<file path="src/rtl/core/rnlc_pkg.sv">
`timescale 1ns / 1ps
`default_nettype none

package rnlc_pkg;

   // Fixed field widths of the block.
   localparam int DIST_W  = 50;
   localparam int STAMP_W = 48;
   localparam int COUNT_W = 16;
   localparam int CSR_IDX_W = 2;

   // Register indexes of the configuration port.
   localparam logic [CSR_IDX_W-1:0] CSR_USE_HEIGHT   = 2'd0;
   localparam logic [CSR_IDX_W-1:0] CSR_RADIUS_SQ    = 2'd1;
   localparam logic [CSR_IDX_W-1:0] CSR_MIN_TIME_GAP = 2'd2;

   // Values after reset.
   localparam logic [DIST_W-1:0]  RADIUS_SQ_RESET    = 50'd10000000000;
   localparam logic [STAMP_W-1:0] MIN_TIME_GAP_RESET = 48'd30000000;

   // Input word kinds.
   localparam logic KIND_QUERY    = 1'b0;
   localparam logic KIND_KEYFRAME = 1'b1;

   localparam logic [COUNT_W-1:0] COUNT_MAX = '1;

   // Configuration registers as seen by the datapath.
   typedef struct packed {
      logic               use_height;
      logic [DIST_W-1:0]  radius_sq;
      logic [STAMP_W-1:0] min_time_gap;
   } cfg_type;

   // Control bits that travel with each word down the pipeline.
   typedef struct packed {
      logic valid;
      logic is_key;
      logic last;
      logic old;
   } ctl_type;

endpackage

`default_nettype wire

</file>
<file path="src/rtl/core/rnlc_square.sv">
`timescale 1ns / 1ps
`default_nettype none

module rnlc_square #(
   parameter int INDEX_BITS = 16,
   parameter int COORD_BITS = 24
) (
   input  wire                           clock,
   input  wire                           reset,
   input  wire                           advance,
   input  wire rnlc_pkg::ctl_type        s1_ctl,
   input  wire [COORD_BITS:0]            s1_dx,
   input  wire [COORD_BITS:0]            s1_dy,
   input  wire [COORD_BITS:0]            s1_dz,
   input  wire [INDEX_BITS-1:0]          s1_node,
   output rnlc_pkg::ctl_type             s2_ctl,
   output logic [2*COORD_BITS+1:0]       s2_sqx,
   output logic [2*COORD_BITS+1:0]       s2_sqy,
   output logic [2*COORD_BITS+1:0]       s2_sqz,
   output logic [INDEX_BITS-1:0]         s2_node
);
   import rnlc_pkg::*;

   localparam int SQ_W = 2 * COORD_BITS + 2;

   logic [SQ_W-1:0] sqx_in, sqy_in, sqz_in;
   logic [SQ_W-1:0] sqx_ff, sqy_ff, sqz_ff;
   logic [INDEX_BITS-1:0] node_ff;
   ctl_type ctl_ff;

   // Three squarers, one per axis.
   assign sqx_in = s1_dx * s1_dx;
   assign sqy_in = s1_dy * s1_dy;
   assign sqz_in = s1_dz * s1_dz;

   always_ff @(posedge clock) begin
      if (reset) begin
         ctl_ff <= '0;
      end else if (advance) begin
         ctl_ff <= s1_ctl;
      end
   end

   always_ff @(posedge clock) begin
      if (advance) begin
         sqx_ff  <= sqx_in;
         sqy_ff  <= sqy_in;
         sqz_ff  <= sqz_in;
         node_ff <= s1_node;
      end
   end

   assign s2_ctl  = ctl_ff;
   assign s2_sqx  = sqx_ff;
   assign s2_sqy  = sqy_ff;
   assign s2_sqz  = sqz_ff;
   assign s2_node = node_ff;

endmodule

`default_nettype wire

</file>
<file path="config.mk">
export PLATFORM = sky130hd
export DESIGN_NAME = rnlc_square
export DESIGN_NICKNAME = d
export VERILOG_FILES = /design/src/rtl/core/rnlc_pkg.sv /design/src/rtl/core/rnlc_square.sv
export SDC_FILE = /design/constraint.sdc
export NUM_CORES = 2
export LEC_CHECK = 0
export BUFFER_PORTS_ARGS = -buffer_cell sky130_fd_sc_hd__buf_2
export CAP_MARGIN = 10
export CORE_MARGIN = 4
export CORE_UTILIZATION = 30
export DETAILED_ROUTE_END_ITERATION = 10
export SYNTH_ARGS = -nofsm -noshare
export SYNTH_HDL_FRONTEND = slang
export SYNTH_SLANG_ARGS = --single-unit
</file>
<file path="constraint.sdc">
create_clock -name clock -period 14.84 [get_ports clock]
set_clock_uncertainty 0.1 [all_clocks]
set_input_delay 2.226 -clock clock [delete_from_list [all_inputs] [get_ports clock]]
set_output_delay 2.226 -clock clock [all_outputs]
set_load 0.02 [all_outputs]
</file>
# [After elaboration in Yosys (flattened, before gate mapping)]
# Index checks and enable logic that the tools add are counted.
[op_classes] mul=3
[op_table] operator="multiplier 25 x 25 -> 50 bit" n=3
[word_totals] register_bits=170 inputBits=98 output_inout_bits=170 word_cells=11

# [Depth between registers and ports, before layout]
[depth] ltp_word=1 ltp_mapped=27 mapped_depth_nobuf=25

# [Least setup slack after synthesis]
# OpenSTA, ideal clock, no wires.
[synth_timing] kind="in2reg" from="input s1_dz[3]" to="register sqz_ff[46] (netlist: s2_sqz[46]), data pin" setup_ps=266 arrival_ps=8759 required_ps=14474 setup_slack_ps=5715 cell_stages=27 n_path_buf=3 cell_sequence="clkbuf_1 > clkbuf_1 > nand2_1 > fa_1 > inv_1 > fa_1 > inv_1 > fa_1 > inv_1 > fa_1 > inv_1 > fa_1 > inv_1 > fa_1 > inv_1 > fa_1 > inv_1 > ha_1 > clkbuf_1 > a21oi_1 > o21ai_0 > a221o_1 > a21oi_1 > o21a_1 > o21ba_2 > nor3_1 > or3b_1"
[synth_via] elab_chain_len=1
[synth_lines] item="from (decl)" line="rnlc_square.sv:14" rtl="input wire [COORD_BITS:0] s1_dz,"
[synth_lines] item="multiplier 25 x 25 -> 50 bit" line="rnlc_square.sv:34" rtl="assign sqz_in = s1_dz * s1_dz;"
[synth_lines] item="net sqz_in[46]" line="rnlc_square.sv:26" rtl="logic [SQ_W-1:0] sqx_in, sqy_in, sqz_in;"
[synth_lines] item="to (signal assigned)" line="rnlc_square.sv:48" rtl="sqz_ff <= sqz_in;"
[synth_lines] item="to (decl)" line="rnlc_square.sv:27" rtl="logic [SQ_W-1:0] sqx_ff, sqy_ff, sqz_ff;"
# The timed path passes the listed nets, and every way through them passes these cells.
# A chain may end at the register's enable or synchronous reset.

# [Worst setup path after layout]
[layout_timing] from="input s1_dy[4]" to="register sqy_ff[46] (netlist: s2_sqy[46]), data pin"
[layout_via] elab_chain_len=1
[layout_lines] item="from (decl)" line="rnlc_square.sv:13" rtl="input wire [COORD_BITS:0] s1_dy,"
[layout_lines] item="multiplier 25 x 25 -> 50 bit" line="rnlc_square.sv:33" rtl="assign sqy_in = s1_dy * s1_dy;"
[layout_lines] item="net sqy_in[46]" line="rnlc_square.sv:26"
[layout_lines] item="to (signal assigned)" line="rnlc_square.sv:47" rtl="sqy_ff <= sqy_in;"
[layout_lines] item="to (decl)" line="rnlc_square.sv:27"
# The timed path passes the listed nets, and every way through them passes these cells.

==> impl_summary.txt <==
----------------------------------------------------
[CTS]
  Total clock buffers created by CTS ... 17
  Cts-stage hold buffer count ... 0
  Count of cells resized by post-cts repair ... 0
  Root Buffer ... sky130_fd_sc_hd__clkbuf_16
  Max H-tree Level ... 4
  TritonCTS Sinks ... between 150 and 200
  Number of buffers on the longest clock path ... 2
  Worst skew pair latency ... 540 ps
  Setup repair bufs after CTS ... 0
  Clock-pin slew on the worst setup and hold paths ... 90 ps
  TritonCTS clock tree ... yes

[Timing]
  Endpoints failing setup ... 0
  Final worst-path cycle share ... between 60% and 70%
  Actual transition at the worst max-transition pin ... just under 1000 ps
  Max Clk Rate ... between 100 and 150 MHz
  Time the final worst path needs with I/O delays and setup ... 9771 ps
  Unrepaired setup endpoints after global routing ... false
  Final Max Slew Viols ... 0
  Setup TNS after final layout ... 0 ps
  Final hold viol count ... 0
  Relative slew margins ... approximately 34%

[Routing]
  Average wire length per cell after detail routing ... ~17 µm
  Vias post-DR ... around 40000
  Drc violations ... 0
  Number of nets with antenna violations after detailed routing ... 0
  Number of DRC violations after detailed-routing iteration 0 ... about 2200
  Routed met2 length ... 78000 µm
  Met1 wire length ... about 65000 µm
  Routed wl met3 ... a little under 8000 µm
  Top routing layer in use ... met4
  Final Routed Wirelength ... 154700 µm
  TritonRoute pass-1 iters ... 5
  Drt via density ... between 4 and 5

[Floorplan]
  IO Count ... roughly 270
  Height of the die ... about 450 µm
  Initial Util ... between 30% and 40%
  Die width ... 451.5 µm
  Area of the core ... slightly below 200000 µm²
  Total Die Area ... approximately 200000 µm²
  Row cnt ... 162

[Finish]
  Commonest cells after routing, fill and taps aside ... 2013 x sky130_fd_sc_hd__inv_1, 1398 x sky130_fd_sc_hd__fa_1, 588 x sky130_fd_sc_hd__nand2_1, 558 x sky130_fd_sc_hd__ha_1, 360 x sky130_fd_sc_hd__and2_1
  Most common library cell in the layout ignoring fill and taps ... sky130_fd_sc_hd__inv_1
  Utilization after layout ... roughly 33%
  Layout cell share with drive strength beyond 1 ... 5.408%
  Fill cell count ... roughly 20000
  Non-filler instance count after layout ... 9009
  Relative area change from synthesis to final layout ... 7.839%
  Nets@finish ... 8420

[GRT]
  Remaining global-route overflow ... 0
  Pin count of the biggest net entering global routing ... 74
  Number of global-route vias before repair ... about 46000
  Antenna violations before repair ... 12
  Wire length of the first global-routing pass ... roughly 250000 µm
  Tot GR Track Use ... 15.69%

[Synthesis]
  Number of different library cells in the post-synthesis netlist ... 76
  Main combinational cell family by area after synthesis ... adder cells
  Sequential-to-total area share from yosys stat ... about 8.4%
  Portion of netlist area occupied by mux cells ... less than 1%
  Number of warnings printed during yosys synthesis ... 0
  Number of enable-type register cells in the synthesized netlist ... roughly 160
  Netlist Area Pre-Place ... between 50000 and 60000 µm²
  Register bit total from synthesis ... 167
  Adder and majority cell fraction of the synthesized area ... 59.27%
  Mapped Cells ... approximately 6300
  Compound-cell area share of the yosys netlist ... between 5 and 6%
  Share of flip-flops with an asynchronous set or reset after synthesis ... 0%
  Post-synthesis xor/xnor area fraction ... around 2.4%
  Post-Synthesis Mean Instance Area ... approximately 9.4 µm²
  Top flip-flop cell by instance count after synthesis ... sky130_fd_sc_hd__edfxtp_1
  Fraction of the mapped netlist area in simple logic gates ... 10.32%

[Flow run]
  Reported max-cap violation count ... 0

[Placement]
  Cell Count Post-Placement ... ~9000
  Number of buffers inserted by port buffering ... between 200 and 300
  Total half-perimeter wirelength after legalization and detailed placement ... around 130000 µm
  Final estimated routing congestion in global placement ... between 0.9 and 1

[Critical path]
  Endpoint type of the worst setup path ... flip-flop
  Arrival time reported for the critical path endpoint ... between 9000 and 10000 ps
  Crit-path max FO ... 24
  Startpoint kind of the worst setup timing path ... primary input
  Setup CP Type ... primary input to flip-flop
  Data required, critical path ... ~15000 ps

[Run status]
  Status ... complete, no violations

[Worst hold path]
  Hold WC Path Type ... flip-flop to flip-flop

----------------------------------------------------
==> worst paths after layout <==
kind,end,slack (ps),start,depth (start not counted)
setup / recovery,s2_sqy[46]$_DFFE_PP_,5070,s1_dy[4],23
hold / removal,s2_ctl[1]$_SDFFE_PP0P_,400,s2_ctl[1]$_SDFFE_PP0P_,2
setup reg to reg,s2_ctl[0]$_SDFFE_PP0P_,14140,s2_ctl[0]$_SDFFE_PP0P_,2
hold reg to reg,s2_ctl[1]$_SDFFE_PP0P_,400,s2_ctl[1]$_SDFFE_PP0P_,2
==> Yosys cell counts, types with 4 or more instances <==
master,number,share of area [%]
sky130_fd_sc_hd__inv_1,2013,13
sky130_fd_sc_hd__fa_1,1398,47
sky130_fd_sc_hd__nand2_1,588,3.7
sky130_fd_sc_hd__ha_1,558,12
sky130_fd_sc_hd__and2_1,360,3.8
sky130_fd_sc_hd__clkbuf_1,185,1.2
sky130_fd_sc_hd__edfxtp_1,163,8.3
sky130_fd_sc_hd__a21oi_1,154,1.3
sky130_fd_sc_hd__nor2_1,148,0.94
sky130_fd_sc_hd__xnor2_1,113,1.7
sky130_fd_sc_hd__a21o_1,76,0.97
sky130_fd_sc_hd__o21ai_0,68,0.58
sky130_fd_sc_hd__xor2_1,52,0.77
sky130_fd_sc_hd__nand3_1,39,0.33
sky130_fd_sc_hd__o21bai_1,33,0.42
sky130_fd_sc_hd__a31oi_1,24,0.25
sky130_fd_sc_hd__nand4_1,23,0.24
sky130_fd_sc_hd__nor3_1,21,0.18
sky130_fd_sc_hd__nor2b_1,20,0.21
sky130_fd_sc_hd__a211oi_1,18,0.23
sky130_fd_sc_hd__and3_1,18,0.19
sky130_fd_sc_hd__nand2b_1,15,0.16
sky130_fd_sc_hd__o21ai_1,14,0.12
sky130_fd_sc_hd__o211ai_1,12,0.15
sky130_fd_sc_hd__o21a_1,12,0.15
sky130_fd_sc_hd__and4_1,11,0.16
sky130_fd_sc_hd__or2_2,9,0.095
sky130_fd_sc_hd__a221oi_1,8,0.12
sky130_fd_sc_hd__mux2i_1,8,0.14
sky130_fd_sc_hd__or3_1,6,0.064
sky130_fd_sc_hd__a211o_1,5,0.074
sky130_fd_sc_hd__a21boi_0,4,0.051
sky130_fd_sc_hd__a31o_2,4,0.059
sky130_fd_sc_hd__buf_2,4,0.034
sky130_fd_sc_hd__dfxtp_1,4,0.14
sky130_fd_sc_hd__mux2_2,4,0.076
sky130_fd_sc_hd__nand3b_1,4,0.051
sky130_fd_sc_hd__nor3b_1,4,0.051
sky130_fd_sc_hd__o2111ai_1,4,0.059
sky130_fd_sc_hd__o31ai_1,4,0.051
==> per-stage QoR <==
| stage | worst slack [ps] | hold slack [ps] | instance area, µm² |
|---|---|---|---|
| 6_report | 5069 | 401.1 | 63620 |
| 5_1_grt | 4791 | 427.2 | 63610 |
| 4_1_cts | 5111 | 408.6 | 63600 |
| 3_5_place_dp | 4502 | 386.9 | 63000 |
| 3_3_place_gp | 4579 | 371.7 | 63000 |
| 2_1_floorplan | 5715 | 478.8 | 59000 |
==> sequential cells by signal (all words and copies together), names as in the netlist <==
register,count
s2_sqy,49
s2_node,16
s2_sqx,49
s2_sqz,49
s2_ctl,4
==> critical path, cell delays in order <==
cell                       delay [ps]
sky130_fd_sc_hd__buf_2            510
sky130_fd_sc_hd__inv_1            320
sky130_fd_sc_hd__nor2_1           410
sky130_fd_sc_hd__fa_1             510
sky130_fd_sc_hd__fa_1             520
sky130_fd_sc_hd__inv_1             70
sky130_fd_sc_hd__fa_1             520
sky130_fd_sc_hd__inv_1             50
sky130_fd_sc_hd__fa_1             450
sky130_fd_sc_hd__fa_1             490
sky130_fd_sc_hd__fa_1             550
sky130_fd_sc_hd__inv_1             50
sky130_fd_sc_hd__fa_1             470
sky130_fd_sc_hd__inv_1             50
sky130_fd_sc_hd__ha_1             350
sky130_fd_sc_hd__nand2_1          190
sky130_fd_sc_hd__o21ai_0          120
sky130_fd_sc_hd__a21oi_1          310
sky130_fd_sc_hd__a31oi_1          270
sky130_fd_sc_hd__a31oi_1          720
sky130_fd_sc_hd__o21ai_0          350
sky130_fd_sc_hd__a211oi_1         350
sky130_fd_sc_hd__xnor2_1          100
==> cell type report <==
class / count / area (µm²) / share of cell area (%)
inverters: 2013 / 7556 / 11.88
well taps: 2624 / 3283 / 5.161
flip-flops and latches: 167 / 4975 / 7.820
multi-input cells: 3885 / 45730 / 71.87
repair buffers: 282 / 1465 / 2.303
clock buffers: 17 / 425.4 / 0.6687
diodes: 6 / 15.01 / 0.02360
clock inverters: 15 / 173.9 / 0.2734
==> routing by layer <==
| layer | vias to the layer above | track usage, % |
|---|---|---|
| met5 | - | 0 |
| met4 | 0 | 4.376 |
| met3 | 179 | 2.377 |
| met2 | 964 | 27.26 |
| met1 | 20870 | 20.32 |
| li1 | 18450 | - |
==> logic make-up after synthesis <==
kind of cell	count (synthesis)
compound gates	477
xor+xnor	165
mux	12
other cells	1
buf+inv	2207
simple gates	1272
flops	167
fa+ha+maj	1956
Power is left out: the tool's default activity adds up to more than one toggle a clock period on the data nets, which glitch-free logic cannot reach.
