## src/rtl/core/rnlc_pkg.sv

```systemverilog
`timescale 1ns / 1ps
`default_nettype none

package rnlc_pkg;

   // Fixed field widths of the block.
   localparam int DIST_W  = 50;
   localparam int STAMP_W = 48;
   localparam int COUNT_W = 16;
   localparam int CSR_IDX_W = 2;

   // Register indexes of the configuration port.
   localparam logic [CSR_IDX_W-1:0] CSR_USE_HEIGHT   = 2'd0;
   localparam logic [CSR_IDX_W-1:0] CSR_RADIUS_SQ    = 2'd1;
   localparam logic [CSR_IDX_W-1:0] CSR_MIN_TIME_GAP = 2'd2;

   // Values after reset.
   localparam logic [DIST_W-1:0]  RADIUS_SQ_RESET    = 50'd10000000000;
   localparam logic [STAMP_W-1:0] MIN_TIME_GAP_RESET = 48'd30000000;

   // Input word kinds.
   localparam logic KIND_QUERY    = 1'b0;
   localparam logic KIND_KEYFRAME = 1'b1;

   localparam logic [COUNT_W-1:0] COUNT_MAX = '1;

   // Configuration registers as seen by the datapath.
   typedef struct packed {
      logic               use_height;
      logic [DIST_W-1:0]  radius_sq;
      logic [STAMP_W-1:0] min_time_gap;
   } cfg_type;

   // Control bits that travel with each word down the pipeline.
   typedef struct packed {
      logic valid;
      logic is_key;
      logic last;
      logic old;
   } ctl_type;

endpackage

`default_nettype wire

```

## src/rtl/core/rnlc_front.sv

```systemverilog
`timescale 1ns / 1ps
`default_nettype none

module rnlc_front #(
   parameter int INDEX_BITS = 16,
   parameter int COORD_BITS = 24
) (
   input  wire                               clock,
   input  wire                               reset,
   input  wire                               advance,
   input  wire                               in_valid,
   input  wire                               in_kind,
   input  wire signed [COORD_BITS-1:0]       in_pos_x,
   input  wire signed [COORD_BITS-1:0]       in_pos_y,
   input  wire signed [COORD_BITS-1:0]       in_pos_z,
   input  wire [rnlc_pkg::STAMP_W-1:0]       in_stamp,
   input  wire [INDEX_BITS-1:0]              in_node,
   input  wire                               in_last,
   input  wire [rnlc_pkg::STAMP_W-1:0]       min_time_gap,
   output rnlc_pkg::ctl_type                 s1_ctl,
   output logic [COORD_BITS:0]               s1_dx,
   output logic [COORD_BITS:0]               s1_dy,
   output logic [COORD_BITS:0]               s1_dz,
   output logic [INDEX_BITS-1:0]             s1_node
);
   import rnlc_pkg::*;

   logic signed [COORD_BITS-1:0] qx_ff, qy_ff, qz_ff;
   logic [STAMP_W-1:0]           qstamp_ff;
   logic [INDEX_BITS-1:0]        qnode_ff;

   logic signed [COORD_BITS:0] dx_w, dy_w, dz_w;
   logic [COORD_BITS:0]        ax_w, ay_w, az_w;
   logic [STAMP_W:0]           gap_w;
   logic                       old_w;
   logic                       accept;
   logic                       load_query;

   ctl_type               ctl_ff, ctl_in;
   logic [COORD_BITS:0]   dx_ff, dy_ff, dz_ff;
   logic [INDEX_BITS-1:0] node_ff, node_in;

   assign accept     = in_valid && advance;
   assign load_query = accept && (in_kind == KIND_QUERY);

   // Coordinate differences to the loaded query, taken as magnitudes.
   assign dx_w = $signed({in_pos_x[COORD_BITS-1], in_pos_x}) - $signed({qx_ff[COORD_BITS-1], qx_ff});
   assign dy_w = $signed({in_pos_y[COORD_BITS-1], in_pos_y}) - $signed({qy_ff[COORD_BITS-1], qy_ff});
   assign dz_w = $signed({in_pos_z[COORD_BITS-1], in_pos_z}) - $signed({qz_ff[COORD_BITS-1], qz_ff});
   assign ax_w = dx_w[COORD_BITS] ? (~dx_w + 1'b1) : dx_w;
   assign ay_w = dy_w[COORD_BITS] ? (~dy_w + 1'b1) : dy_w;
   assign az_w = dz_w[COORD_BITS] ? (~dz_w + 1'b1) : dz_w;

   // The keyframe is old enough when the query is later by more than the gap.
   assign gap_w = {1'b0, qstamp_ff} - {1'b0, in_stamp};
   assign old_w = !gap_w[STAMP_W] && (gap_w[STAMP_W-1:0] > min_time_gap);

   // A closing keyframe carries the query index down the pipeline instead of its own.
   always_comb begin
      ctl_in.valid  = in_valid;
      ctl_in.is_key = (in_kind == KIND_KEYFRAME);
      ctl_in.last   = in_last;
      ctl_in.old    = old_w;
      node_in       = (in_kind == KIND_KEYFRAME && in_last) ? qnode_ff : in_node;
   end

   // Query registers load on an accepted query word.
   always_ff @(posedge clock) begin
      if (reset) begin
         qx_ff     <= '0;
         qy_ff     <= '0;
         qz_ff     <= '0;
         qstamp_ff <= '0;
         qnode_ff  <= '0;
      end else if (load_query) begin
         qx_ff     <= in_pos_x;
         qy_ff     <= in_pos_y;
         qz_ff     <= in_pos_z;
         qstamp_ff <= in_stamp;
         qnode_ff  <= in_node;
      end
   end

   // First pipeline register.
   always_ff @(posedge clock) begin
      if (reset) begin
         ctl_ff <= '0;
      end else if (advance) begin
         ctl_ff <= ctl_in;
      end
   end

   always_ff @(posedge clock) begin
      if (advance) begin
         dx_ff   <= ax_w;
         dy_ff   <= ay_w;
         dz_ff   <= az_w;
         node_ff <= node_in;
      end
   end

   assign s1_ctl  = ctl_ff;
   assign s1_dx   = dx_ff;
   assign s1_dy   = dy_ff;
   assign s1_dz   = dz_ff;
   assign s1_node = node_ff;

endmodule

`default_nettype wire

```

## config.mk

```make
export PLATFORM = sky130hd
export DESIGN_NAME = rnlc_front
export DESIGN_NICKNAME = d
export VERILOG_FILES = /design/src/rtl/core/rnlc_pkg.sv /design/src/rtl/core/rnlc_front.sv
export SDC_FILE = /design/constraint.sdc
export NUM_CORES = 1
export LEC_CHECK = 0
export BUFFER_PORTS_ARGS = -buffer_cell sky130_fd_sc_hd__buf_2
export CORE_UTILIZATION = 35
export DETAILED_ROUTE_END_ITERATION = 8
export GPL_TIMING_DRIVEN = 0
export MAX_ROUTING_LAYER = met4
export PLACE_DENSITY_LB_ADDON = 0.05
export SLEW_MARGIN = 0
export SYNTH_ARGS = -nofsm -noshare
export SYNTH_HDL_FRONTEND = slang
export SYNTH_SLANG_ARGS = --single-unit
```

## constraint.sdc

```tcl
create_clock -name clock -period 5.23 [get_ports clock]
set_clock_uncertainty 0.15 [all_clocks]
set_input_delay 0.2615 -clock clock [delete_from_list [all_inputs] [get_ports clock]]
set_output_delay 0.2615 -clock clock [all_outputs]
set_load 0.05 [all_outputs]
```

=== After elaboration in Yosys (flattened, before gate mapping) ===
Index checks and enable logic that the tools add are counted.

* $add $sub $neg: 7
* Multipliers: 0
* Div/mod/pow operators: 0
* Order comparisons: 1
* Eq/ne operators: 0
* Shift operators: 0
* Multiplexer cells: 4
* Bitwise logic cells: 4
* Reductions and logical operators: 5

{| class="wikitable"
|+ Operators with widths
! cell !! number
|-
| adder 25 x 1 -> 25 bit (second input constant) || 3
|-
| NOT 25 bit || 3
|-
| subtractor 24 x 24 -> 25 bit || 3
|-
| two-way mux 24 bit || 3
|-
| subtractor 48 x 48 -> 49 bit || 1
|-
| > comparator 48 bit || 1
|-
| two-way mux 16 bit || 1
|-
| logical AND 1 bit || 4
|-
| logical NOT 1 bit || 1
|-
| NOT 1 bit || 1
|}

* Register bits after elaboration: 231
* Bits in latches: 0
* Memory bits (writable): 0
* ROM bits: 0
* Output and inout port bits: 95
* Memories kept: 0

=== Longest topological paths before layout ===
* Word-level depth: 4
* Mapped depth: 23
* Gate-level depth less buffers: 23

=== Least setup slack after synthesis ===
Ideal clock, no wire load.

* Kind: reg-to-reg
* Start: reg qstamp_ff[0]
* End: reg ctl_ff, in the netlist s1_ctl[0]
* Arrival time: 4.443 ns
* Required time: 4.947 ns
* Slack: 0.504 ns
* Stages on the path, launching flop included: 23
* Period minus slack after synthesis: 4.726 ns
* Path through: dfxtp_1 inv_1 ha_1 inv_1 fa_1 a21oi_1 o21ai_1 a211oi_1 o21ai_1 a221o_1 o41a_1 a41oi_2 o21ai_1 xor2_1 ha_1 nand4_1 nor2_1 nand3_1 or3_1 or3_1 o211a_1 o31ai_1 a22oi_1

* Word-level cells in the longest chain between the ends: 3
* Elaborated cells between the ends (all ways): 4

{| class="wikitable"
|+ RTL lines
! item !! RTL line !! text
|-
| from (decl) || rnlc_front.sv:29 || <nowiki>logic [STAMP_W-1:0] qstamp_ff;</nowiki>
|-
| from (signal assigned) || rnlc_front.sv:79 || <nowiki>qstamp_ff <= in_stamp;</nowiki>
|-
| subtractor 48 x 48 -> 49 bit (*) || rnlc_front.sv:55 || <nowiki>assign gap_w = {1'b0, qstamp_ff} - {1'b0, in_stamp};</nowiki>
|-
| > comparator 48 bit / logical NOT 1 bit (equally long branches) || rnlc_front.sv:56 || <nowiki>assign old_w = !gap_w[STAMP_W] && (gap_w[STAMP_W-1:0] > min_time_gap);</nowiki>
|-
| logical AND 1 bit (*) || rnlc_front.sv:56 ||
|-
| to (signal assigned) || rnlc_front.sv:89 || <nowiki>ctl_ff <= ctl_in;</nowiki>
|-
| to (decl) || rnlc_front.sv:39 || <nowiki>ctl_type ctl_ff, ctl_in;</nowiki>
|}

Every way passes the cells marked *; elsewhere a longest branch is shown, timed or not.
A chain may end at the register's enable or synchronous reset.

=== Final worst setup path ===
* Start: in in_stamp[21] (netlist name)
* End: reg ctl_ff, in the netlist s1_ctl[0]

* Word-level cells in the longest chain between the ends: 3
* Elaborated cells between the ends (all ways): 4

{| class="wikitable"
|+ RTL lines
! item !! RTL line !! text
|-
| from (decl) || rnlc_front.sv:16 || <nowiki>input wire [rnlc_pkg::STAMP_W-1:0] in_stamp,</nowiki>
|-
| subtractor 48 x 48 -> 49 bit (*) || rnlc_front.sv:55 ||
|-
| > comparator 48 bit / logical NOT 1 bit (equally long branches) || rnlc_front.sv:56 ||
|-
| logical AND 1 bit (*) || rnlc_front.sv:56 ||
|}

Marks and branches as above.

==> impl_metrics.csv <==
group,metric,value,unit
setup_path,cp-end-kind,"flop",
detailed_routing,dr_total_vias,17000,
detailed_routing,met2WireLength,25.1,mm
power_and_ir_drop,ir_drop,247,µV
detailed_routing,ant_nets,0,
setup_path,worstSetupPathType,"input pin to flop",
final_layout,syn_to_final_growth,27.2,%
floorplanning,die-area,51900,µm²
synthesis,syn_area,17900,µm²
detailed_routing,met1_length,25.7,mm
clock_network,h-tree-depth,1,
clock_network,max-clock-path-buffers,3,
floorplanning,die_h,228,µm
synthesis,yosys_register_bits,231,
detailed_routing,drc,0,
global_routing,grt_max_degree,65,
floorplanning,coreArea,50300,µm²
power_and_ir_drop,p_per_area,275,nW/µm²
timing,setup_slack,-0.0505,ns
synthesis,synth_area_leaders,"dfxtp_1 16%, edfxtp_1 15%, ha_1 12%",
synthesis,syn_inst,2192,
detailed_routing,viasPerCell,5.05,
timing,rsz0062_at_grt,"true",
hold_path,hp-class,"input pin to flop",
synthesis,syn_area_per_cell,8.15,µm²
synthesis,yosysUniqueCellTypes,105,
run,drv_cap,0,
placement,gp_congestion,0.891,
synthesis,synth_seq_area_share,31.0,%
detailed_routing,drt-pass1-iter-count,5,
synthesis,syn_nets,2557,
clock_network,cts_root_buf,"clkbuf_16",
global_routing,overflow,0,
synthesis,yosysWarnings,0,
power_and_ir_drop,power,0.00624,W
timing,finalSetupTns,-0.0505,ns
synthesis,ys_async_sr_fraction,0,%
detailed_routing,drt_iter0_drc,823,
detailed_routing,dr.max_layer_used,"met4",
run_status,status,"finished, violations left",
synthesis,synth_top_area_share,15.7,%
detailed_routing,wl_per_cell,16.1,µm
timing,min_period,5.28,ns
synthesis,synth_most_common_cell,"nand2_1",
clock_network,cts_tree,"done",
placement,io_buffers,283,
power_and_ir_drop,p_leak,9.69,nW
placement,dp_hpwl,42.0,mm
final_layout,stdcell_area,22700,µm²
final_layout,drive_gt1_share,15.8,%
floorplanning,std_cell_rows,82,
run_status,failed_checks,"negative setup slack",
timing,finalCritPeriodShare,101,%
clock_network,worstSkewPairLatency,0.59,ns
placement,post_dp_cell_area,20100,µm²
setup_path,worstPathArrival,5.64,ns
floorplanning,die_x,228,µm
timing,hold_ws,0.108,ns
global_routing,grt_pass1_wl,85.9,mm
global_routing,grt_pass1_vias,16400,
setup_path,critPathLaunchType,"input pin",
synthesis,yosysTopAreaCell,"dfxtp_1",
global_routing,antenna_found_initial,7,
floorplanning,ios,285,
timing,worstMarginPinSlew,1.06,ns
placement,place_ws,-0.787,ns
setup_path,path_max_fanout,7,
synthesis,synth_ff_type,"dfxtp_1",
global_routing,grt.total_usage,20.9,%
detailed_routing,drt_wl_total,54.0,mm
clock_network,cts_made_buffers,30,
detailed_routing,met3_length,1.97,mm
timing,hold_viol_final,0,
floorplanning,start_util,35.5,%
clock_network,clk_pin_slew_worst_paths,0.05,ns
clock_network,cts_sinks,231,
timing,fmax,189,MHz
timing,slew_headroom,29.2,%
setup_path,cp.required,5.58,ns
synthesis,synthTopCellsByCount,"370 x nand2_1, 250 x a21oi_1, 204 x inv_1",
timing,timing.final.max_slew_violations,0,
timing,setup_viol,1,
synthesis,synth_edf_count,91,
final_layout,nets,3017,
==> per-layer routing <==
metal / vias to the layer above / track usage [%]
li1: 8697 / -
met1: 7890 / 26.9
met2: 305 / 34.6
met3: 71 / 2.76
met4: 0 / 4.74
met5: - / -
==> stage by stage <==
stage / instances / utilization (%)
4_1_cts: 3348 / 45.1
3_5_place_dp: 3148 / 40.1
5_1_grt: 3355 / 45.2
3_3_place_gp: 3147 / 40.0
2_1_floorplan: 2192 / -
6_report: 3356 / 45.2
==> sequential cells by signal, summed over array words and instances, names as in the netlist <==
name / cells
qstamp_ff: 48
s1_dx: 25
s1_dy: 25
s1_dz: 25
qx_ff: 24
qy_ff: 24
qz_ff: 24
qnode_ff: 16
s1_node: 16
s1_ctl: 4
==> layout by cell type, fill, tap and decap left out, types with 22 or more instances in the layout <==
cell	netlist	final
nand4_1	24	24
inv_1	204	204
o21ai_0	74	73
xnor2_1	96	96
nand2_1	370	370
nor2b_1	26	26
ha_1	171	171
nor2_1	86	85
clkbuf_1	70	76
nand3_1	44	44
buf_2	1	283
dfxtp_1	140	140
a21oi_1	250	248
a21o_1	72	72
dlygate4sd3_1	0	140
xor2_1	55	55
nor3_1	22	22
clkbuf_16	0	33
edfxtp_1	91	91
==> cell families (layout without fill, tap and decap cells) <==
group / Yosys count / after routing / share of synthesized area [%]
AO/OA/AOI/OAI: 625 / 625 / 22.9
XOR/XNOR: 151 / 151 / 7.41
adder cells (fa/ha/maj): 175 / 175 / 12.4
buffers and inverters: 290 / 774 / 6.40
flip-flops: 231 / 231 / 31.0
multiplexers: 24 / 24 / 1.46
other: 0 / 8 / 0
AND/OR/NAND/NOR: 696 / 696 / 18.4
==> power by group <==
group / switching (W) / total, W / internal, W
sequential: 0.0000476 / 0.00210 / 0.00206
combinational: 0.00127 / 0.00199 / 0.000717
clock: 0.000846 / 0.00215 / 0.00130
==> cell type report <==
| class | instances | area, µm² |
|---|---|---|
| inverters | 204 | 766 |
| plain buffers | 86 | 378 |
| diodes | 8 | 20.0 |
| multi-input cells | 1671 | 11300 |
| well taps | 672 | 841 |
| flip-flops and latches | 231 | 5540 |
| clock inverters | 12 | 128 |
| repair buffers | 428 | 2880 |
| clock buffers | 44 | 911 |
| fillers | 5101 | 27600 |
==> worst max-delay path, stage by stage <==
cell	delay, ns
dlygate4sd3_1	0.54
buf_2	0.13
inv_1	0.04
ha_1	0.38
a21o_1	0.23
a31o_1	0.21
a221o_1	0.33
a21o_1	0.20
a221o_1	0.39
o41a_1	0.39
a41oi_2	0.27
o21ai_1	0.12
xor2_1	0.17
ha_1	0.32
nand4_1	0.10
nor2_2	0.13
nand3_1	0.13
or3_4	0.38
or3_4	0.38
o22ai_2	0.25
o31ai_4	0.13
a22oi_1	0.14
==> timing repair <==
action | in CTS | in global routing
hold buffers | 140 | 0
pin swaps | 8 | 3
setup buffers | 4 | 0
endpoints found under the hold margin | 183 | 0
endpoints found under the setup margin | 1 | 1
gates resized for setup | 12 | 5
==> final timing paths <==
check,from,end,slack [ns],depth (start not counted)
worst max-delay path,in_stamp[21],s1_ctl[0],-0.05,22
worst max register to register,qstamp_ff[0],s1_ctl[0],-0.02,23
worst min register to register,qnode_ff[13],qnode_ff[13],0.30,2
worst min-delay path,reset,s1_ctl[0],0.11,4
No activity file was read; power rests on OpenSTA's default activity.
