### config.mk
export PLATFORM = sky130hd
export DESIGN_NAME = rnlc_search
export DESIGN_NICKNAME = d
export VERILOG_FILES = /design/src/rtl/core/rnlc_pkg.sv /design/src/rtl/core/rnlc_search.sv
export SDC_FILE = /design/constraint.sdc
export NUM_CORES = 1
export LEC_CHECK = 0
export BUFFER_PORTS_ARGS = -buffer_cell sky130_fd_sc_hd__buf_2
export CORE_ASPECT_RATIO = 0.6
export CORE_MARGIN = 5
export CORE_UTILIZATION = 58
export CTS_CLUSTER_SIZE = 24
export DETAILED_ROUTE_END_ITERATION = 10
export PLACE_DENSITY = 0.88
export REMOVE_ABC_BUFFERS = 1
export SYNTH_ARGS = -nofsm -noshare
export SYNTH_HDL_FRONTEND = slang
export SYNTH_SLANG_ARGS = --single-unit
### constraint.sdc
create_clock -name clock -period 20.2 [get_ports clock]
set_input_delay 4.04 -clock clock [delete_from_list [all_inputs] [get_ports clock]]
set_output_delay 4.04 -clock clock [all_outputs]
set_load 0.02 [all_outputs]
### src/rtl/core/rnlc_pkg.sv
`timescale 1ns / 1ps
`default_nettype none

package rnlc_pkg;

   // Fixed field widths of the block.
   localparam int DIST_W  = 50;
   localparam int STAMP_W = 48;
   localparam int COUNT_W = 16;
   localparam int CSR_IDX_W = 2;

   // Register indexes of the configuration port.
   localparam logic [CSR_IDX_W-1:0] CSR_USE_HEIGHT   = 2'd0;
   localparam logic [CSR_IDX_W-1:0] CSR_RADIUS_SQ    = 2'd1;
   localparam logic [CSR_IDX_W-1:0] CSR_MIN_TIME_GAP = 2'd2;

   // Values after reset.
   localparam logic [DIST_W-1:0]  RADIUS_SQ_RESET    = 50'd10000000000;
   localparam logic [STAMP_W-1:0] MIN_TIME_GAP_RESET = 48'd30000000;

   // Input word kinds.
   localparam logic KIND_QUERY    = 1'b0;
   localparam logic KIND_KEYFRAME = 1'b1;

   localparam logic [COUNT_W-1:0] COUNT_MAX = '1;

   // Configuration registers as seen by the datapath.
   typedef struct packed {
      logic               use_height;
      logic [DIST_W-1:0]  radius_sq;
      logic [STAMP_W-1:0] min_time_gap;
   } cfg_type;

   // Control bits that travel with each word down the pipeline.
   typedef struct packed {
      logic valid;
      logic is_key;
      logic last;
      logic old;
   } ctl_type;

endpackage

`default_nettype wire

### src/rtl/core/rnlc_search.sv
`timescale 1ns / 1ps
`default_nettype none

module rnlc_search #(
   parameter int INDEX_BITS = 16,
   parameter int COORD_BITS = 24
) (
   input  wire                              clock,
   input  wire                              reset,
   input  wire                              advance,
   input  wire rnlc_pkg::cfg_type           cfg,
   input  wire rnlc_pkg::ctl_type           s2_ctl,
   input  wire [2*COORD_BITS+1:0]           s2_sqx,
   input  wire [2*COORD_BITS+1:0]           s2_sqy,
   input  wire [2*COORD_BITS+1:0]           s2_sqz,
   input  wire [INDEX_BITS-1:0]             s2_node,
   output logic                             out_valid,
   output logic [INDEX_BITS-1:0]            out_query_id,
   output logic [INDEX_BITS-1:0]            out_match_id,
   output logic                             out_found,
   output logic [rnlc_pkg::DIST_W-1:0]      out_best_dist_sq,
   output logic [rnlc_pkg::COUNT_W-1:0]     out_num_candidates
);
   import rnlc_pkg::*;

   localparam int SQ_W  = 2 * COORD_BITS + 2;
   localparam int SUM_RAW_W = SQ_W + 2;
   localparam int SUM_W = (SUM_RAW_W > DIST_W) ? SUM_RAW_W : DIST_W + 1;

   logic [SUM_W-1:0]  sum_w;
   logic [DIST_W-1:0] dist_w;
   logic              hit_w;
   logic              take_w;
   logic              step_w;
   logic              close_w;

   logic [DIST_W-1:0]     best_dist_ff, best_dist_in;
   logic [INDEX_BITS-1:0] best_node_ff, best_node_in;
   logic                  any_found_ff, any_found_in;
   logic [COUNT_W-1:0]    hit_count_ff, hit_count_in;

   logic                  rsp_valid_ff;
   logic [INDEX_BITS-1:0] rsp_query_ff, rsp_match_ff;
   logic                  rsp_found_ff;
   logic [DIST_W-1:0]     rsp_dist_ff;
   logic [COUNT_W-1:0]    rsp_count_ff;

   // Squared distance, saturated to the result width.
   assign sum_w  = SUM_W'(s2_sqx) + SUM_W'(s2_sqy)
                 + (cfg.use_height ? SUM_W'(s2_sqz) : SUM_W'(0));
   assign dist_w = (|sum_w[SUM_W-1:DIST_W]) ? {DIST_W{1'b1}} : sum_w[DIST_W-1:0];

   assign step_w  = advance && s2_ctl.valid;
   assign close_w = step_w && s2_ctl.is_key && s2_ctl.last;
   assign hit_w   = s2_ctl.is_key && !s2_ctl.last && s2_ctl.old && (dist_w < cfg.radius_sq);
   assign take_w  = hit_w && (!any_found_ff || (dist_w < best_dist_ff));

   // Running search: cleared by a query word or a closing keyframe.
   always_comb begin
      best_dist_in = best_dist_ff;
      best_node_in = best_node_ff;
      any_found_in = any_found_ff;
      hit_count_in = hit_count_ff;
      if (step_w) begin
         if (!s2_ctl.is_key || s2_ctl.last) begin
            best_dist_in = '0;
            best_node_in = '0;
            any_found_in = 1'b0;
            hit_count_in = '0;
         end else if (hit_w) begin
            if (hit_count_ff != COUNT_MAX) begin
               hit_count_in = hit_count_ff + 1'b1;
            end
            if (take_w) begin
               best_dist_in = dist_w;
               best_node_in = s2_node;
               any_found_in = 1'b1;
            end
         end
      end
   end

   always_ff @(posedge clock) begin
      if (reset) begin
         best_dist_ff <= '0;
         best_node_ff <= '0;
         any_found_ff <= 1'b0;
         hit_count_ff <= '0;
      end else begin
         best_dist_ff <= best_dist_in;
         best_node_ff <= best_node_in;
         any_found_ff <= any_found_in;
         hit_count_ff <= hit_count_in;
      end
   end

   // Result register; the node field of a closing keyframe holds the query index.
   always_ff @(posedge clock) begin
      if (reset) begin
         rsp_valid_ff <= 1'b0;
      end else if (advance) begin
         rsp_valid_ff <= s2_ctl.valid && s2_ctl.is_key && s2_ctl.last;
      end
   end

   always_ff @(posedge clock) begin
      if (close_w) begin
         rsp_query_ff <= s2_node;
         rsp_match_ff <= best_node_ff;
         rsp_found_ff <= any_found_ff;
         rsp_dist_ff  <= best_dist_ff;
         rsp_count_ff <= hit_count_ff;
      end
   end

   assign out_valid          = rsp_valid_ff;
   assign out_query_id       = rsp_query_ff;
   assign out_match_id       = rsp_match_ff;
   assign out_found          = rsp_found_ff;
   assign out_best_dist_sq   = rsp_dist_ff;
   assign out_num_candidates = rsp_count_ff;

`ifndef NO_ASSERTIONS
   // Found flag and candidate count agree.
   a_count_without_match: assert property (@(posedge clock) disable iff (reset)
      !any_found_ff |-> (hit_count_ff == '0))
      else $error("candidates counted with no match held");

   a_match_without_count: assert property (@(posedge clock) disable iff (reset)
      any_found_ff |-> (hit_count_ff != '0))
      else $error("match held with zero candidate count");

   // An empty search reports zero match index and distance.
   a_empty_result: assert property (@(posedge clock) disable iff (reset)
      (rsp_valid_ff && !rsp_found_ff) |-> (rsp_match_ff == '0 && rsp_dist_ff == '0))
      else $error("empty result carries match data");

   // A query word or closing keyframe leaves the search cleared.
   a_cleared: assert property (@(posedge clock) disable iff (reset)
      (step_w && (!s2_ctl.is_key || s2_ctl.last)) |=> (!any_found_ff && hit_count_ff == '0))
      else $error("search not cleared");
`endif

endmodule

`default_nettype wire
# Word level (Yosys, flattened, before mapping)

Cells that the tools add are included.

Register bits after elaboration: 183
Input port bits: 272
Output and inout bits: 100
Word-level logic and storage cells: 50

Add/subtract/negate cells: 3
Order comparisons: 2
Equality and inequality tests: 1
Mux-type cells: 14
Reductions and logical operators: 20

Operators by type and width:

| kind                                           | number |
|---|---|
| two-way mux 50 bit                             | 5 |
| < comparator 50 bit                            | 2 |
| two-way mux 16 bit                             | 6 |
| adder 51 x 50 -> 52 bit                        | 1 |
| adder 50 x 50 -> 51 bit                        | 1 |
| adder 16 x 1 -> 16 bit (second input constant) | 1 |
| != test 16 bit (second input constant)         | 1 |
| logical AND 1 bit                              | 9 |
| AND reduction 3 bit                            | 2 |
| nonzero test 2 bit                             | 3 |
| zero test 1 bit                                | 3 |
| two-way mux 1 bit                              | 3 |
| logical OR 1 bit                               | 2 |
| OR reduction 2 bit                             | 1 |

# Logic depth before layout (Yosys ltp)

Gate-level depths: netlist of run 1.

Word-level depth: 10
Gate-level depth with buffers: 30
Mapped depth without buffers: 27

# Worst setup path before layout of run 1

Ideal clock, no wire load.

Path kind: input -> register
Start point: input cfg[98] (netlist name)
End point: register best_dist_ff[19]
Setup time: 117 ps
Arrival: 9904 ps
Required time: 20083 ps
Slack: 10179 ps
Cell stages on the path: 28
Path buffers: 5
Path through: clkbuf_1 -> and2_1 -> fa_1 -> ha_1 -> fa_1 -> a21oi_1 -> o211ai_1 -> a41oi_1 -> o211ai_2 -> a31oi_1 -> or3_1 -> clkbuf_1 -> buf_1 -> nand3_1 -> ha_1 -> and3_1 -> a221o_1 -> a221oi_1 -> o211ai_1 -> a211oi_1 -> o31ai_1 -> a211o_1 -> a21oi_2 -> o21ai_2 -> and2_4 -> buf_6 -> buf_6 -> a22o_1

Longest elaborated chain between the ends: 9
Elaborated cells on any way between the ends: 15
Those cells by class: add/sub: 1; order compare: 2; mux: 5; reduce/logical: 7

Ends and longest elaborated chain:

| item                                                         | RTL line                             | RTL |
|---|---|---|
| start, declared                                              | rnlc_search.sv:11                    | `input wire rnlc_pkg::cfg_type cfg,` |
| two-way mux 50 bit (*)                                       | rnlc_search.sv:50                    | `+ (cfg.use_height ? SUM_W'(s2_sqz) : SUM_W'(0));` |
| adder 51 x 50 -> 52 bit (*)                                  | rnlc_search.sv:50                    |  |
| OR reduction 2 bit                                           | rnlc_search.sv:51                    | `assign dist_w = (\|sum_w[SUM_W-1:DIST_W]) ? {DIST_W{1'b1}} : sum_w[DIST_W-1:0];` |
| two-way mux 50 bit (*)                                       | rnlc_search.sv:51                    |  |
| < comparator 50 bit, on equally long branches                | rnlc_search.sv:55, rnlc_search.sv:56 |  |
| logical AND 1 bit / logical OR 1 bit (equally long branches) | rnlc_search.sv:55, rnlc_search.sv:56 |  |
| logical AND 1 bit                                            | rnlc_search.sv:56                    | `assign take_w = hit_w && (!any_found_ff \|\| (dist_w < best_dist_ff));` |
| nonzero test 2 bit (no line)                                 | -                                    |  |
| AND reduction 3 bit (no line)                                | -                                    |  |
| end signal, assigned                                         | rnlc_search.sv:90                    | `best_dist_ff <= best_dist_in;` |
| end, declared                                                | rnlc_search.sv:37                    | `logic [DIST_W-1:0] best_dist_ff, best_dist_in;` |

Mark *: on every way between the ends. The rest lies on a longest branch, timed or not. The select of a mux whose other input is x is not followed.
A chain may end at the register's enable or synchronous reset.

# Final worst setup path of run 1

Start point: input cfg[98] (netlist name)
End point: register best_node_ff[10]

Longest elaborated chain between the ends: 9
Elaborated cells on any way between the ends: 12
Those cells by class: add/sub: 1; order compare: 2; mux: 2; reduce/logical: 7

Ends and longest elaborated chain:

| item                                                         | RTL line                             | RTL |
|---|---|---|
| two-way mux 50 bit (*)                                       | rnlc_search.sv:50                    |  |
| adder 51 x 50 -> 52 bit (*)                                  | rnlc_search.sv:50                    |  |
| OR reduction 2 bit                                           | rnlc_search.sv:51                    |  |
| two-way mux 50 bit (*)                                       | rnlc_search.sv:51                    |  |
| < comparator 50 bit, on equally long branches                | rnlc_search.sv:55, rnlc_search.sv:56 |  |
| logical AND 1 bit / logical OR 1 bit (equally long branches) | rnlc_search.sv:55, rnlc_search.sv:56 |  |
| logical AND 1 bit                                            | rnlc_search.sv:56                    |  |
| nonzero test 2 bit (no line)                                 | -                                    |  |
| AND reduction 3 bit (no line) (*)                            | -                                    |  |
| end signal, assigned                                         | rnlc_search.sv:91                    | `best_node_ff <= best_node_in;` |
| end, declared                                                | rnlc_search.sv:38                    | `logic [INDEX_BITS-1:0] best_node_ff, best_node_in;` |

Mark *: on every way between the ends. The rest lies on a longest branch, timed or not.

==> results of run 1 <==
-- worst max-delay path: cells and delay by family --
family          cells  cell delay (ps)
fa+ha+maj           4             1520
compound gates     15             4060
simple gates        5             2050
buf+inv             4             1330
-- flip-flops by register name, indices dropped and copies added, names as in the netlist --
| name | count |
|---|---|
| best_dist_ff | 50 |
| out_best_dist_sq | 50 |
| best_node_ff | 16 |
| hit_count_ff | 16 |
| out_match_id | 16 |
| out_num_candidates | 16 |
| out_query_id | 16 |
| any_found_ff | 1 |
| out_found | 1 |
| out_valid | 1 |
-- worst max-delay path by stage --
stage	end	cells after the start
finish	best_node_ff[10]	28
global route	best_node_ff[10]	28
CTS	best_node_ff[10]	28
detailed placement	best_node_ff[10]	28
global placement	best_node_ff[6]	28
floorplan	best_dist_ff[0]	24
-- through the flow --
step           setup WS [ps]  utilization [%]
3_5_place_dp            7430             67.4
2_1_floorplan           8990                -
5_1_grt                 7200             70.3
3_3_place_gp            7620             67.4
4_1_cts                 7790             70.2
6_report                7530             70.3
-- layout make-up --
| class | instances | area share [%] |
|---|---|---|
| Clock inverter | 15 | 1.33 |
| Clock buffer | 17 | 2.74 |
| Inverter | 126 | 3.04 |
| Multi-Input combinational cell | 992 | 49.8 |
| Sequential cell | 183 | 29.9 |
| Tap cell | 308 | 2.48 |
| Timing Repair Buffer | 328 | 10.6 |
| Antenna cell | 1 | 0.0161 |
-- layer usage --
layer  part of all wire [%]  wire length, µm
met2                     44            16900
met4                    2.3              881
met1                     44            16900
met3                    9.6             3680
met5                      0                0
-- synth_stat cells (30+ instances only) --
master | number | share of area [%]
nand2_1 | 89 | 2.5
and2_1 | 54 | 2.6
nor2_1 | 58 | 1.7
a21o_1 | 30 | 1.7
ha_1 | 148 | 14
inv_1 | 126 | 3.6
edfxtp_1 | 99 | 23
nand3_1 | 79 | 3.0
dfxtp_1 | 84 | 13
a22o_1 | 66 | 4.4
fa_1 | 51 | 7.8
o21ai_0 | 58 | 2.2
a21oi_1 | 94 | 3.6
-- cell usage in the layout, fill, tap and decap left out, types with 51 or more instances in the layout --
master / instances
dfxtp_1: 84
inv_1: 126
nand2_1: 89
fa_1: 51
nand3_1: 79
a22o_1: 66
edfxtp_1: 99
buf_2: 323
o21ai_0: 58
a21oi_1: 94
nor2_1: 58
ha_1: 148
and2_1: 54
-- cells by family (layout without fill, tap and decap cells) --
family	after synthesis	in the layout	synth area share (%)
buffers and inverters	176	486	5.59
muxes	3	3	0.229
xor gates and xnor gates	46	46	3.07
other	0	1	0
DFF	183	183	35.5
adders and majority gates	199	199	21.9
and+or+nand+nor	402	402	15.9
AOI/OAI and AO/OA	342	342	17.9
-- report_power, final --
group          internal, µW  switching [µW]  total [µW]
clock network           173             174         347
logic                   203             319         522
registers               395            2.81         398
==> impl_metrics.tcl, run 1 <==
set metrics [dict create \
    max_stage_delay_ps 660 \
    crit_fanout 50 \
    status "completed" \
    reg2reg_to "best_node_ff[10]" \
    clk_path_buf_depth 2 \
    antenna_found_initial 1 \
    r2r-start "best_dist_ff[21]" \
    synth_edf_count 99 \
    cts.htree.levels 4 \
    grt_pass1_wl_mm 60.0 \
    hold_path.class "reg -> reg" \
    irDropWorstVdd_mv 0.0630 \
    cts-root-buf "clkbuf_16" \
    period_share_pct 62.7 \
    cts.sinks 183 \
    post_drt_wl_per_cell_um 19.5 \
    met2_usage_pct 45.4 \
    relSlewSlack_pct 42.8 \
    endpoint_kind "flop" \
    die_area_um2 25800 \
    nets 2119 \
    cp.arrival_ps 13040 \
    final-setup-viol-count 0 \
    cts_tree "yes" \
    worstPathRequired_ps 20570 \
    min_period_ps 12670 \
    worstSetupPathType "in -> reg" \
    leakagePower_uw 0.00703 \
    first_global_vias 11500 \
    busiest_layer "met2" \
    row_count 42 \
    start_util_pct 59.3 \
    drt_first_pass_iters 6 \
    drive_above_1_share_pct 23.7 \
    grtUsageMet1_pct 41.5 \
    critPathSlowestCell "nor2_4" \
    port_buffers 323 \
    core_area_um2 22100 \
    vias 11600 \
    cts_resized 0 \
    nFillCells 1731 \
    seq_area_um2 4650 \
    setup.worst_path.start "cfg[98]" \
    powerDensity_nw_per_um2 81.5 \
    skew_ps 17.1 \
    fmax_mhz 78.9 \
    syn_to_final_growth_pct 18.5 \
    place_area_um2 14900 \
    drt_wl_total_mm 38.4 \
    synthFlopType "edfxtp_1" \
    hold_viol_final 0 \
    critPathLaunchType "input pin" \
    tightest_slew_ps 856 \
    multiInputGateArea_um2 7740 \
    clock_latency_ps 440 \
    place_congestion 0.976 \
    hold-path-endpoint "out_match_id[8]" \
    grt_overflow 0 \
    synth-async-reset-ratio_pct 0 \
    synth-seq-cells 183 \
    finalPower_uw 1270 \
    crit_path_frequent_cell "buf_4" \
    grt_max_degree 67 \
    dp_cells 1937 \
    synthCells 1351 \
    worstRegToRegCells 13 \
    drv_slew 0 \
    numCtsBuffers 17 \
    hold_start "best_node_ff[8]" \
    via_per_inst 5.90 \
    die_h_um 126 \
    ant_nets 0 \
    fin_setup_tns_ps 0 \
    clkTransAtPathRegs_ps 80 \
    io_pins 372 \
    hpwl_mm 30.8 \
    synthDistinctLibCells 72 \
    maxCapViolations 0 \
    hold_depth 0 \
    regToRegSetupSlack_ps 16140 \
    ys_warn_count 0 \
    holdWs_ps 435 \
    post-cts-setup-buffers 0 \
    fin_cells 1970 \
    syn_area_per_cell_um2 9.71 \
    cts_hold_buffers 0 \
    synth-seq-area-share_pct 35.5 \
    drc_errors 0 \
    rsz0062_at_grt "no" \
    grt_use_met3_pct 5.82 \
    synth_area_um2 13100 \
    die_w_um 204 \
    fin_area_um2 15500 \
    first_iter_violations 961 \
    grt_util_all_layers_pct 29.1 \
]
Note: power is estimated with default switching activity, not from simulation.
==> run 2, diff against run 1 <==
Settings changed: CORE_UTILIZATION 58 to 48, PLACE_DENSITY 0.88 to 0.77.
Clock period 20.2 ns to 10.4 ns, I/O delays scaled along.
==> run 2 against run 1 <==
Compared with the run above:
- die area up 19%
- largest cell class unchanged
- count of clock-buffer cells in the layout unchanged
- highest routed layer unchanged
- non-clock buffer count is 2 higher
- first-iteration DRC count increased by 2.0%
- global-route usage decreased by 5.0 points
- via count down 2.1%
- critical endpoint is now best_node_ff[0]
- sequential power rose by 94%
- largest power group unchanged
- routed wire length is 0.50% lower
==> impl_metrics.tcl, run 2 (synthesis gave the netlist of run 1 again) <==
set metrics [dict create \
    status "completed" \
    endpoint_kind "flop" \
    pre_cts_ws_ps 237 \
    syn_to_final_growth_pct 19.2 \
    cts_resized 0 \
    powerDensity_nw_per_um2 156 \
    grt_util_all_layers_pct 24.1 \
    skew_ps 16.2 \
    drt_first_pass_iters 5 \
    worstSetupPathType "in -> reg" \
    cts.htree.levels 4 \
    period_share_pct 95.0 \
    multiInputGateArea_um2 7740 \
    finalWorstSetupSlack_ps 524 \
    tightest_slew_ps 827 \
    crit_fanout 66 \
    clk_path_buf_depth 2 \
    cp.arrival_ps 10250 \
    grt_pass1_wl_mm 60.5 \
    relSlewSlack_pct 44.8 \
    drive_above_1_share_pct 23.8 \
    vias 11400 \
    core_area_um2 26600 \
    fmax_mhz 101 \
    critPathSlowestCell "and2_4" \
    layout_commonest_cell "buf_2" \
    drv_slew 0 \
    clock_latency_ps 440 \
    post_drt_wl_per_cell_um 18.9 \
    start_util_pct 49.2 \
    cts-root-buf "clkbuf_16" \
    nFillCells 2323 \
    rsz0062_at_grt "no" \
    port_buffers 323 \
    holdWs_ps 433 \
    nets 2121 \
    seq_area_um2 4650 \
    irDropWorstVdd_mv 0.0993 \
    drt_wl_total_mm 38.2 \
    io_pins 372 \
    critPathLaunchType "input pin" \
    grt_max_degree 67 \
    die_h_um 138 \
    finalPower_uw 2450 \
    place_congestion 0.924 \
    first_iter_violations 980 \
    leakagePower_uw 0.00704 \
    numCtsBuffers 17 \
    hold_viol_final 0 \
    die_area_um2 30800 \
    wl_met2_mm 17.0 \
    min_period_ps 9880 \
    wl_met1_mm 17.5 \
    hpwl_mm 31.1 \
    row_count 46 \
    grt_overflow 0 \
    antenna_found_initial 0 \
    cts_tree "yes" \
    hold_path.class "reg -> reg" \
    final-setup-viol-count 0 \
    cts.sinks 183 \
    dr_wl_met3_mm 2.92 \
    final_cell_mix "buf_2, ha_1, inv_1" \
    routed.top_layer "met4" \
    maxCapViolations 0 \
    drc_errors 0 \
    cts_hold_buffers 0 \
    ant_nets 0 \
    clkTransAtPathRegs_ps 70 \
    die_w_um 223 \
    via_per_inst 5.63 \
    fin_setup_tns_ps 0 \
    n_antenna_cell 0 \
    post-cts-setup-buffers 0 \
    worstPathRequired_ps 10770 \
    first_global_vias 11300 \
    max_stage_delay_ps 720 \
]
run 2: final cells by class:
type | instances | area share (%)
multi-input cells | 992 | 49.5
flip-flops and latches | 183 | 29.8
repair buffers | 330 | 10.8
inverters | 126 | 3.02
well taps | 360 | 2.88
clock buffers | 17 | 2.72
clock inverters | 15 | 1.34
run 2: report_power, final:
part	internal [µW]	switching [µW]	leakage, µW
Sequential	768	5.41	0.00171
Combinational	395	607	0.00502
Clock	336	336	0.000301
Total	1500	948	0.00704
run 2: final timing paths:
check	from	to	slack, ps	cells past startpoint
min reg2reg	best_node_ff[1]	out_match_id[1]	430	0
min	best_node_ff[1]	out_match_id[1]	430	0
max reg2reg	best_dist_ff[39]	best_node_ff[0]	6540	12
max	cfg[98]	best_node_ff[0]	520	27
run 2: worst max-delay path: cells and delay by family:
family | cells | cell delay (ps)
AND/OR/NAND/NOR | 10 | 3280
AO/OA/AOI/OAI | 12 | 2800
adder cells (fa/ha/maj) | 3 | 1210
buffers and inverters | 2 | 820
run 2: stage by stage:
stage	instances	util [%]	instance area, µm²
3_3_place_gp	1991	56.3	15000
3_5_place_dp	1991	56.3	15000
5_1_grt	2023	58.7	15600
4_1_cts	2023	58.7	15600
2_1_floorplan	1301	-	12900
6_report	2023	58.7	15600
run 2: per-layer routing:
layer | GRT usage, % | up-vias
met4 | 5.77 | 0
met2 | 37.9 | 471
li1 | - | 5487
met1 | 34.8 | 5384
met3 | 4.42 | 40
met5 | 0 | -
==> run 3, diff against run 2 <==
Settings changed: CORE_ASPECT_RATIO 0.6 to 0.7.
==> run 3 against run 2 <==
Compared with the run above:
- via count fell by 0.67%
- critical path depth grew 3
- hold slack about the same
- critical endpoint is now best_node_ff[3]
- largest power group unchanged
==> impl_metrics.tcl, run 3 (synthesis gave the netlist of run 1 again) <==
set metrics [dict create \
    first_iter_violations 778 \
    layout_commonest_cell "buf_2" \
    fin_setup_tns_ps 0 \
    fmax_mhz 105 \
    clkTransAtPathRegs_ps 80 \
    vias 11300 \
    place_area_um2 15000 \
    hold_path.class "reg -> reg" \
    grt_overflow 0 \
    crit_family "compound AO/OA/AOI/OAI gates" \
    irDropWorstVdd_mv 0.113 \
    cts_resized 0 \
    fin_area_um2 15600 \
    numCtsBuffers 17 \
    period_share_pct 91.7 \
    clk_path_buf_depth 2 \
    cts_tree "yes" \
    crit_buf_inv 6 \
    clock_latency_ps 430 \
    syn_to_final_growth_pct 19.2 \
    place_congestion 0.915 \
    holdWs_ps 433 \
    first_global_vias 11000 \
    tightest_slew_ps 956 \
    worstPathRequired_ps 10760 \
    start_util_pct 48.9 \
    grt_pass1_wl_mm 58.1 \
    min_period_ps 9540 \
    post-cts-setup-buffers 0 \
    drc_errors 0 \
    ant_nets 0 \
    crit_fanout 50 \
    final-setup-viol-count 0 \
    cts.sinks 183 \
    cts.htree.levels 4 \
    maxCapViolations 0 \
    port_buffers 323 \
    drive_above_1_share_pct 24.0 \
    crit_path_frequent_cell "buf_4" \
    grt_util_all_layers_pct 23.2 \
    nFillCells 2321 \
    critPathSlowestCell "nor2_4" \
    critPathLaunchType "input pin" \
    multiInputGateArea_um2 7740 \
    cp.arrival_ps 9900 \
    antenna_found_initial 1 \
    drt_wl_total_mm 36.8 \
    hpwl_mm 30.2 \
    seq_area_um2 4650 \
    leakagePower_uw 0.00704 \
    status "completed" \
    row_count 50 \
    core_area_um2 26800 \
    cts_hold_buffers 0 \
    die_area_um2 30800 \
    worstSetupPathType "in -> reg" \
    die_h_um 148 \
    relSlewSlack_pct 36.1 \
    post_drt_wl_per_cell_um 18.1 \
    rsz0062_at_grt "no" \
    io_pins 372 \
    grt_max_degree 67 \
    skew_ps 14.5 \
    nets 2126 \
    hold_viol_final 0 \
    drt_first_pass_iters 5 \
    drv_slew 0 \
    powerDensity_nw_per_um2 153 \
    endpoint_kind "flop" \
    die_w_um 208 \
    via_per_inst 5.56 \
    final_cell_mix "buf_2, ha_1, inv_1" \
    cts-root-buf "clkbuf_16" \
    max_stage_delay_ps 730 \
]
==> run 3: cell types whose count changed in the layout (fill, tap and decap cells not counted) <==
cell      before  now
inv_12         5    0
inv_8          2    3
clkinv_8       5    4
clkinv_4       1    4
inv_6          1    2
diode_2        0    2
buf_4          6   11
==> run 3: worst register-to-register path, stage by stage (launching register included) <==
cell and delay, ps:
dfxtp_1 370, inv_1 60, ha_1 320, a21oi_1 170
a21oi_1 90, a2111oi_0 400, o211ai_1 170, nand3_1 100
a21boi_0 100, or4_1 470, a21oi_2 180, o21ai_2 100
nor2_4 730, buf_4 520, a22o_1 210
==> run 3: report_power, final <==
| group | switching [µW] | leakage, µW | internal (µW) |
|---|---|---|---|
| Sequential | 5.08 | 0.00171 | 768 |
| Clock | 306 | 0.000281 | 320 |
| Combinational | 595 | 0.00505 | 399 |
==> run 3: worst paths after layout <==
check | start | endpoint | slack, ps | cells past startpoint
max | cfg[98] | best_node_ff[3] | 860 | 30
min | best_node_ff[11] | out_match_id[11] | 430 | 0
max reg2reg | best_dist_ff[28] | best_node_ff[3] | 6380 | 14
min reg2reg | best_node_ff[11] | out_match_id[11] | 430 | 0
==> run 3: per-stage QoR <==
stage	utilization (%)	cells	power [µW]	setup slack, ps
after floorplan	-	1301	1470	1150
final	58.2	2033	2390	860
after CTS	58.2	2031	2390	1010
after global placement	56.1	2000	1740	704
after detailed placement	56.1	2000	1770	574
after global routing	58.2	2032	2560	572
==> run 3: routing by layer <==
metal  vias up  global-route usage, %  share of wire, %
met5         -                      0                 0
met2       399                   38.1                46
met3        24                   4.24               6.5
met1      5379                   32.9                46
met4         0                   4.20               1.3
li1       5504                      -                 -
==> run 3: layout make-up <==
cell class / instances / area share [%]
clock buffers: 17 / 2.72
diodes: 2 / 0.0320
multi-input cells: 992 / 49.5
flip-flops and latches: 183 / 29.8
inverters: 126 / 3.03
repair buffers: 335 / 11.0
clock inverters: 14 / 1.02
well taps: 364 / 2.91
